<file path="config.mk">
export PLATFORM = sky130hd
export DESIGN_NAME = polyline_winding_contribution
export DESIGN_NICKNAME = d
export VERILOG_FILES = /design/src/hdl/pwc_pkg.sv /design/src/hdl/pwc_segment_front.sv /design/src/hdl/pwc_cross_mult.sv /design/src/hdl/pwc_accumulate.sv /design/src/hdl/polyline_winding_contribution.sv
export SDC_FILE = /design/constraint.sdc
export NUM_CORES = 2
export LEC_CHECK = 0
export BUFFER_PORTS_ARGS = -buffer_cell sky130_fd_sc_hd__buf_2
export CORE_MARGIN = 1
export CORE_UTILIZATION = 45
export DETAILED_ROUTE_END_ITERATION = 12
export SLEW_MARGIN = 25
export SYNTH_ARGS = -nofsm -noshare
export SYNTH_HDL_FRONTEND = slang
export SYNTH_SLANG_ARGS = --single-unit
</file>
<file path="constraint.sdc">
create_clock -name clock -period 9.6 [get_ports clock]
set_input_delay 0 -clock clock [delete_from_list [all_inputs] [get_ports clock]]
set_output_delay 0 -clock clock [all_outputs]
set_load 0.02 [all_outputs]
</file>
<file path="src/hdl/pwc_pkg.sv">
`default_nettype none

package pwc_pkg;

   localparam int COORD_BITS = 24;
   localparam int SUM_BITS   = 17;
   localparam int DIFF_BITS  = COORD_BITS + 1;
   localparam int PROD_BITS  = 2 * DIFF_BITS;
   localparam int CSR_BITS   = 1;

   localparam logic [CSR_BITS-1:0] CSR_POINT_X = CSR_BITS'(0);
   localparam logic [CSR_BITS-1:0] CSR_POINT_Y = CSR_BITS'(1);

   localparam logic signed [SUM_BITS-1:0] SUM_MAX = {1'b0, {(SUM_BITS-1){1'b1}}};
   localparam logic signed [SUM_BITS-1:0] SUM_MIN = -SUM_MAX;

   typedef struct packed {
      logic count;
      logic step_neg;
      logic both_below;
      logic mixed;
      logic last;
      logic fwd;
   } seg_type;

   typedef struct packed {
      logic signed [DIFF_BITS-1:0] rx;
      logic signed [DIFF_BITS-1:0] ry;
      logic signed [DIFF_BITS-1:0] dx;
      logic signed [DIFF_BITS-1:0] dy;
   } diff_type;

   typedef struct packed {
      logic signed [PROD_BITS-1:0] p;
      logic signed [PROD_BITS-1:0] q;
      logic                        dx_neg;
      logic                        dx_pos;
   } prod_type;

endpackage

`default_nettype wire

</file>
<file path="src/hdl/pwc_segment_front.sv">
`default_nettype none

module pwc_segment_front
   import pwc_pkg::*;
(
   input  wire logic                         clock,
   input  wire logic                         reset,
   input  wire logic                         advance,
   input  wire logic                         req_valid,
   input  wire logic signed [COORD_BITS-1:0] req_sample_x,
   input  wire logic signed [COORD_BITS-1:0] req_sample_y,
   input  wire logic                         req_forward,
   input  wire logic                         req_last_sample,
   input  wire logic                         csr_write,
   input  wire logic        [CSR_BITS-1:0]   csr_index,
   input  wire logic        [COORD_BITS-1:0] csr_data,
   output logic                              a_valid,
   output seg_type                           a_seg,
   output diff_type                          a_diff
);

   logic signed [COORD_BITS-1:0] point_x_ff;
   logic signed [COORD_BITS-1:0] point_y_ff;
   logic signed [COORD_BITS-1:0] prev_x_ff;
   logic signed [COORD_BITS-1:0] prev_y_ff;
   logic                         prev_left_ff;
   logic                         awaiting_first_ff;
   logic                         a_valid_ff;
   seg_type                      a_seg_ff;
   seg_type                      a_seg_in;
   diff_type                     a_diff_ff;
   diff_type                     a_diff_in;
   logic                         accept;
   logic                         x_left;
   logic                         above_i;
   logic                         above_j;

   assign accept  = req_valid && advance;
   assign x_left  = req_sample_x <= point_x_ff;
   assign above_i = prev_y_ff < point_y_ff;
   assign above_j = req_sample_y < point_y_ff;

   always_comb begin
      a_seg_in.count      = !awaiting_first_ff && (x_left != prev_left_ff);
      a_seg_in.step_neg   = prev_left_ff;
      a_seg_in.both_below = !above_i && !above_j;
      a_seg_in.mixed      = above_i != above_j;
      a_seg_in.last       = req_last_sample;
      a_seg_in.fwd        = req_forward;
      a_diff_in.rx = {prev_x_ff[COORD_BITS-1], prev_x_ff}
                   - {point_x_ff[COORD_BITS-1], point_x_ff};
      a_diff_in.ry = {prev_y_ff[COORD_BITS-1], prev_y_ff}
                   - {point_y_ff[COORD_BITS-1], point_y_ff};
      a_diff_in.dx = {req_sample_x[COORD_BITS-1], req_sample_x}
                   - {prev_x_ff[COORD_BITS-1], prev_x_ff};
      a_diff_in.dy = {req_sample_y[COORD_BITS-1], req_sample_y}
                   - {prev_y_ff[COORD_BITS-1], prev_y_ff};
   end

   always_ff @(posedge clock) begin
      if (reset) begin
         point_x_ff <= '0;
         point_y_ff <= '0;
      end else if (csr_write) begin
         if (csr_index == CSR_POINT_X) begin
            point_x_ff <= csr_data;
         end else begin
            point_y_ff <= csr_data;
         end
      end
   end

   always_ff @(posedge clock) begin
      if (reset) begin
         prev_x_ff         <= '0;
         prev_y_ff         <= '0;
         prev_left_ff      <= 1'b0;
         awaiting_first_ff <= 1'b1;
         a_valid_ff        <= 1'b0;
      end else begin
         if (advance) begin
            a_valid_ff <= req_valid;
         end
         if (accept) begin
            prev_x_ff         <= req_sample_x;
            prev_y_ff         <= req_sample_y;
            prev_left_ff      <= x_left;
            awaiting_first_ff <= req_last_sample;
         end
      end
   end

   always_ff @(posedge clock) begin
      if (accept) begin
         a_seg_ff  <= a_seg_in;
         a_diff_ff <= a_diff_in;
      end
   end

   assign a_valid = a_valid_ff;
   assign a_seg   = a_seg_ff;
   assign a_diff  = a_diff_ff;

endmodule

`default_nettype wire

</file>
<file path="src/hdl/pwc_cross_mult.sv">
`default_nettype none

module pwc_cross_mult
   import pwc_pkg::*;
(
   input  wire logic     clock,
   input  wire logic     reset,
   input  wire logic     advance,
   input  wire logic     a_valid,
   input  wire seg_type  a_seg,
   input  wire diff_type a_diff,
   output logic          b_valid,
   output seg_type       b_seg,
   output prod_type      b_prod
);

   logic     b_valid_ff;
   seg_type  b_seg_ff;
   prod_type b_prod_ff;
   prod_type b_prod_in;

   always_comb begin
      b_prod_in.p      = $signed(a_diff.rx) * $signed(a_diff.dy);
      b_prod_in.q      = $signed(a_diff.ry) * $signed(a_diff.dx);
      b_prod_in.dx_neg = a_diff.dx[DIFF_BITS-1];
      b_prod_in.dx_pos = !a_diff.dx[DIFF_BITS-1] && (a_diff.dx != '0);
   end

   always_ff @(posedge clock) begin
      if (reset) begin
         b_valid_ff <= 1'b0;
      end else if (advance) begin
         b_valid_ff <= a_valid;
      end
   end

   always_ff @(posedge clock) begin
      if (advance && a_valid) begin
         b_seg_ff  <= a_seg;
         b_prod_ff <= b_prod_in;
      end
   end

   assign b_valid = b_valid_ff;
   assign b_seg   = b_seg_ff;
   assign b_prod  = b_prod_ff;

endmodule

`default_nettype wire

</file>
<file path="src/hdl/pwc_accumulate.sv">
`default_nettype none

module pwc_accumulate
   import pwc_pkg::*;
(
   input  wire logic                   clock,
   input  wire logic                   reset,
   input  wire logic                   b_valid,
   input  wire seg_type                b_seg,
   input  wire prod_type               b_prod,
   input  wire logic                   rsp_stall,
   output logic                        advance,
   output logic                        rsp_valid,
   output logic signed [SUM_BITS-1:0]  rsp_winding_contribution
);

   logic signed [SUM_BITS-1:0] sum_ff;
   logic signed [SUM_BITS-1:0] sum_in;
   logic signed [SUM_BITS-1:0] out_ff;
   logic                       out_valid_ff;
   logic                       crosses;
   logic                       take_step;

   assign advance = !out_valid_ff || !rsp_stall;

   // sign of the cross product against the direction of the segment in x
   assign crosses = ((b_prod.p > b_prod.q) && b_prod.dx_neg)
                 || ((b_prod.p < b_prod.q) && b_prod.dx_pos);
   assign take_step = b_seg.count && (b_seg.both_below || (b_seg.mixed && crosses));

   always_comb begin
      sum_in = sum_ff;
      if (take_step) begin
         if (b_seg.step_neg) begin
            if (sum_ff != SUM_MIN) begin
               sum_in = sum_ff - SUM_BITS'(1);
            end
         end else begin
            if (sum_ff != SUM_MAX) begin
               sum_in = sum_ff + SUM_BITS'(1);
            end
         end
      end
   end

   always_ff @(posedge clock) begin
      if (reset) begin
         sum_ff       <= '0;
         out_valid_ff <= 1'b0;
      end else if (advance) begin
         out_valid_ff <= b_valid && b_seg.last;
         if (b_valid) begin
            sum_ff <= b_seg.last ? '0 : sum_in;
         end
      end
   end

   always_ff @(posedge clock) begin
      if (advance && b_valid && b_seg.last) begin
         out_ff <= b_seg.fwd ? sum_in : -sum_in;
      end
   end

   assign rsp_valid                = out_valid_ff;
   assign rsp_winding_contribution = out_ff;

endmodule

`default_nettype wire

</file>
<file path="src/hdl/polyline_winding_contribution.sv">
// Winding contribution of one polyline about the query point (point_x, point_y), written at
// csr index 0 and 1. Samples arrive one request per cycle while req_stall is low, with no
// bubbles needed; rsp_valid rises once the request carrying last_sample has passed through
// a difference register, a register after the two 25 by 25 bit cross-product multipliers,
// and the result register beside the accumulator. A stalled result holds the whole
// pipeline, and requests stall once the two stages behind it are full. Point registers are
// to be written by the user only while no request is in flight; the block does not enforce
// this. A write inside a polyline applies from the next segment on.
`default_nettype none

module polyline_winding_contribution
   import pwc_pkg::*;
(
   input  wire logic                         clock,
   input  wire logic                         reset,
   input  wire logic                         req_valid,
   output logic                              req_stall,
   input  wire logic signed [COORD_BITS-1:0] req_sample_x,
   input  wire logic signed [COORD_BITS-1:0] req_sample_y,
   input  wire logic                         req_forward,
   input  wire logic                         req_last_sample,
   output logic                              rsp_valid,
   input  wire logic                         rsp_stall,
   output logic signed [SUM_BITS-1:0]        rsp_winding_contribution,
   input  wire logic                         csr_write,
   input  wire logic        [CSR_BITS-1:0]   csr_index,
   input  wire logic        [COORD_BITS-1:0] csr_data
);

   logic     a_valid;
   seg_type  a_seg;
   diff_type a_diff;
   logic     b_valid;
   seg_type  b_seg;
   prod_type b_prod;
   logic     adv_a;
   logic     adv_b;
   logic     adv_c;

   assign adv_b     = !b_valid || adv_c;
   assign adv_a     = !a_valid || adv_b;
   assign req_stall = !adv_a;

   pwc_segment_front u_front (
      .clock           (clock),
      .reset           (reset),
      .advance         (adv_a),
      .req_valid       (req_valid),
      .req_sample_x    (req_sample_x),
      .req_sample_y    (req_sample_y),
      .req_forward     (req_forward),
      .req_last_sample (req_last_sample),
      .csr_write       (csr_write),
      .csr_index       (csr_index),
      .csr_data        (csr_data),
      .a_valid         (a_valid),
      .a_seg           (a_seg),
      .a_diff          (a_diff)
   );

   pwc_cross_mult u_mult (
      .clock   (clock),
      .reset   (reset),
      .advance (adv_b),
      .a_valid (a_valid),
      .a_seg   (a_seg),
      .a_diff  (a_diff),
      .b_valid (b_valid),
      .b_seg   (b_seg),
      .b_prod  (b_prod)
   );

   pwc_accumulate u_acc (
      .clock                    (clock),
      .reset                    (reset),
      .b_valid                  (b_valid),
      .b_seg                    (b_seg),
      .b_prod                   (b_prod),
      .rsp_stall                (rsp_stall),
      .advance                  (adv_c),
      .rsp_valid                (rsp_valid),
      .rsp_winding_contribution (rsp_winding_contribution)
   );

endmodule

`default_nettype wire

</file>
### After elaboration in Yosys (flattened, before gate mapping)

Index checks and enable logic that the tools add are counted.

* bits in registers: 349
* bits of input ports: 80
* output and inout port bits: 19
* logic and storage cells: 86

* $add $sub $neg: 7
* multiply operators: 2
* order comparisons: 5
* equal/unequal tests: 4
* multiplexer cells: 6
* bitwise logic cells: 1
* reduce and logical (&&, ||, !) cells: 30

Operators with widths (count)
* 17-bit 2-to-1 mux: 6
* 25-bit by 25-bit multiplier with 50-bit output: 2
* 24-bit by 24-bit subtractor with 25-bit output: 4
* 50-bit greater-than comparator: 1
* 50-bit < comparator: 1
* 24-bit < comparator: 2
* 17-bit inequality test (second input constant): 2
* 25-bit nonzero test: 1
* 24-bit <= comparator: 1
* 17-bit by 2-bit adder with 17-bit output (second input constant): 1
* 17-bit negator: 1
* 17-bit by 2-bit subtractor with 17-bit output (second input constant): 1
* 1-bit logical AND: 12
* 1-bit zero test: 9
* 2-bit AND reduction: 3
* 1-bit logical OR: 5
* 1-bit inequality test: 2
* 1-bit NOT: 1

### Longest topological paths before layout

* depth in word-level cells: 9
* mapped depth: 30
* gate-level depth less buffers: 28

### Hierarchy

From an unflattened synthesis, not the netlist that was laid out.

* cells, all modules: 7050
* area total of the unflattened synthesis: 66112.2 sq um

Modules (own cells, without submodules)
* pwc_cross_mult: instances 1, cells an instance 5075, area an instance 48994.5 sq um
* pwc_segment_front: instances 1, cells an instance 1457, area an instance 13027.5 sq um
* pwc_accumulate: instances 1, cells an instance 515, area an instance 4067.7 sq um
* polyline_winding_contribution: instances 1, cells an instance 3, area an instance 22.5 sq um

### Worst setup path before layout

OpenSTA, ideal clock, no wires.

* kind: reg2reg
* from: reg u_front.a_diff_ff, in the netlist u_front.a_diff[29]
* to: reg u_mult.b_prod_ff, in the netlist u_mult.b_prod[50], data pin
* library setup time: 0.260 ns
* data arrival time: 7.320 ns
* required time: 9.340 ns
* path slack: 2.020 ns
* stages on the path, launching flop included: 29
* path buffers: 2
* clock period less this slack: 7.580 ns
* cell sequence: edfxtp_1 > clkbuf_1 > clkbuf_1 > nand2_1 > fa_1 > inv_1 > fa_1 > inv_1 > fa_1 > inv_1 > fa_1 > inv_1 > fa_1 > inv_1 > fa_1 > fa_1 > ha_1 > a21oi_1 > o21ai_1 > a41o_1 > nor4_2 > nor2_1 > a221o_1 > and3_4 > o41a_4 > a211o_1 > a21o_1 > a311oi_2 > xnor2_1

RTL lines
* from (decl): line pwc_segment_front.sv:31 `diff_type a_diff_ff;`
* from (signal assigned): line pwc_segment_front.sv:96 `a_diff_ff <= a_diff_in;`
* to (signal assigned): line pwc_cross_mult.sv:40 `b_prod_ff <= b_prod_in;`
* to (decl): line pwc_cross_mult.sv:19 `prod_type b_prod_ff;`

==> impl_metrics.csv <==
group,metric,value,unit
worst_setup_path,worst_setup_path_start_kind,"register",
synth,ys_seq_area_share,14.4,%
worst_setup_path,crit_path_end_kind,"register",
run,drv_cap,0,
cts,path_clk_slew,0.07,ns
drt,firstDrtPassIters,5,
synth,synth.avg_cell_area,9.45,µm²
worst_setup_path,cp_num_buf_inv,5,
floorplan,pin_count,99,
cts,cts_buffers,41,
drt,routed_wirelength,177000,µm
worst_setup_path,setup.worst_path.start,"u_front.a_diff[4]$_DFFE_PP_",
worst_setup_path,cpMostUsedCell,"fa_1",
sta,fin_crit_sh,92.2,%
synth,synthCells,6815,
sta,fmax,113,MHz
sta,fin_skew,0.0233,ns
floorplan,core.rowCount,138,
cells_and_area,area_delta_synth_final,7.73,%
cts,cts_tree,"done",
cells_and_area,final_nets,8755,
worst_setup_path,cp_top_family,"adder cells",
global_route,grt_pass1_vias,49000,
worst_hold_path,hold_path_class,"input pin to register",
sta,tns,0,ns
cts,clk_path_buf_depth,3,
worst_setup_path,reg2reg_slack,0.75,ns
placed_design,place_ws,0.901,ns
worst_setup_path,worstPathMaxFanout,25,
cells_and_area,seq_area,9300,µm²
cts,cts_sinks,349,
cts,post_cts_buffers,0,
placed_design,port-buffer-count,98,
drt,viasPerCell,5.24,
cts,cts_root_buf,"clkbuf_16",
cells_and_area,fill_cells,13300,
drt,drc,0,
sta,whs,0.0557,ns
cts,h-tree-depth,2,
status,status,"finished clean",
placed_design,place_congestion,0.909,
global_route,antenna_found_initial,7,
synth,yosys_warnings,0,
floorplan,design.die.area,145000,µm²
cts,cts_resized,0,
sta,timing.final.crit_period,8.85,ns
worst_setup_path,crit_slowest_cell,"edfxtp_1",
drt,drtAntennaViolNets,0,
placed_design,place_hpwl,146000,µm
drt,vias,46100,
worst_setup_path,cpPeakStageDelay,1.05,ns
synth,synth_seq_cells,349,
worst_setup_path,cp.required,9.95,ns
cts,worst_skew_pair.late_latency,0.61,ns
synth,synth_area,64400,µm²
sta,maxSlewHeadroom,28.0,%
synth,synth_ff_type,"edfxtp_1",
drt,drt-initial-drc-count,3295,
synth,synth-edff-count,231,
synth,yosysUniqueCellTypes,76,
sta,maxSlewViolCount,0,
floorplan,die_w,380,µm
worst_setup_path,crit_type,"register to register",
worst_setup_path,crit_arrival,9.20,ns
global_route,grt_max_degree,113,
synth,synthesis.nets,8696,
floorplan,core_area,142000,µm²
drt,wl_per_cell,20.2,µm
cells_and_area,drive_gt1_share,4.46,%
global_route,grt-ovfl-total,0,
floorplan,start_util,45.4,%
cells_and_area,post-route-util,48.9,%
floorplan,die_h,380,µm
synth,synthArstFlopShare,0,%
global_route,grt_pass1_wl,283000,µm
cells_and_area,multi_input_area,48700,µm²
worst_setup_path,reg2reg_from,"u_front.a_diff[4]$_DFFE_PP_",
global_route,track_usage,25.3,%
sta,finalHoldViolCount,0,
worst_hold_path,hp-start,"csr_index",
sta,rsz0062_at_grt,"false",
sta,finalSetupViolCount,0,
sta,fin_ws,0.752,ns
cts,holdBufCountCts,78,
sta,tightest_slew,1.08,ns
[routing by layer]
metal	track usage (%)	up-vias	wire length [µm]	share of wire, %
met5	0	-	0	0
met4	7.01	0	5550	3.1
met3	3.21	240	10100	5.7
met2	42.5	1257	86000	48
met1	34.4	23700	75800	43
li1	-	20900	-	-
[cell usage after synthesis, types with 42 or more instances]
library cell / n / share of area (%)
nor2b_1: 42 / 0.41
edfxtp_1: 231 / 11
inv_1: 1449 / 8.4
a21oi_1: 254 / 2.0
nor3_1: 61 / 0.47
nand2b_1: 53 / 0.51
o21ai_0: 100 / 0.78
nand2_1: 891 / 5.2
nand3_1: 52 / 0.40
fa_1: 1320 / 41
nor2_1: 208 / 1.2
and2_1: 628 / 6.1
xor2_1: 51 / 0.69
a21o_1: 79 / 0.92
o21a_1: 45 / 0.52
clkbuf_1: 266 / 1.6
xnor2_1: 144 / 2.0
dfxtp_1: 118 / 3.7
ha_1: 481 / 9.3
[final timing paths]
kind / endpoint / cells after the start
worst max register to register: u_mult.b_prod[100]$_DFFE_PP_ / 26
worst max-delay path: u_mult.b_prod[100]$_DFFE_PP_ / 26
worst min-delay path: u_front.point_x_ff[2]$_SDFFE_PP0P_ / 5
worst min register to register: u_mult.b_seg[0]$_DFFE_PP_ / 0
[per-stage QoR]
step / area (µm²) / cells
floorplan: 64400 / 6815
global placement: 67000 / 8630
detailed placement: 67100 / 8634
CTS: 69200 / 8788
global route: 69400 / 8800
finish: 69400 / 8800
[cell usage in the layout, fill, tap and decap left out, types with 8 or more instances in the layout]
master and count:
nand2_1 889, fa_1 1319, and3_1 18, a21boi_0 14
buf_4 98, or3_1 13, buf_2 97, o21bai_1 18
a31oi_1 29, nor2_1 207, o211ai_1 9, clkinv_1 8
dfxtp_1 118, ha_1 481, o21ai_0 100, nand4_1 34
a22oi_1 12, nand2b_1 53, nand3_1 52, o21a_1 45
inv_1 1449, xor2_1 51, clkbuf_16 41, xnor2_1 144
edfxtp_1 231, nor3_1 61, nor4_1 10, and2_1 626
a211oi_1 20, o21ai_1 15, a21o_1 79, a311oi_1 9
dlygate4sd3_1 78, o31a_1 8, nor2b_1 41, buf_8 10
a21oi_1 254
[worst register-to-register path: cells and delay by family, from the launching register on]
kind                     cells  cell delay (ns)
AO/OA/AOI/OAI               11             3.00
flip-flops                   1             1.05
adder cells (fa/ha/maj)      8             3.94
buffers and inverters        5             0.26
AND/OR/NAND/NOR              1             0.21
XOR/XNOR                     1             0.15
[final cells by class]
cell class / count / area share, %
clock buffer: 46 / 1.53
clock inverter: 30 / 0.462
multi-input combinational: 4746 / 70.1
inverter: 1451 / 7.86
tap: 1890 / 3.41
antenna: 3 / 0.0108
timing repair buffer: 285 / 3.18
sequential: 349 / 13.4
[registers in the layout, summed over array words and instances, names as in the netlist, 6 cells and up]
signal                          count
u_mult.b_prod                     102
u_front.a_seg                       6
u_mult.b_seg                        6
u_front.prev_y_ff                  24
u_front.a_diff                    100
u_front.point_x_ff                 24
u_acc.sum_ff                       17
u_front.prev_x_ff                  24
u_acc.rsp_winding_contribution     17
u_front.point_y_ff                 24
[cell families after synthesis]
group / Yosys count / synth area share [%]
flops: 349 / 14.4
simple gates: 2043 / 15.5
compound gates: 707 / 7.02
buf+inv: 1720 / 10.0
xor+xnor: 195 / 2.65
fa+ha+maj: 1801 / 50.4
Power is left out: the tool's default activity adds up to more than one toggle a clock period on the data nets, which glitch-free logic cannot reach.
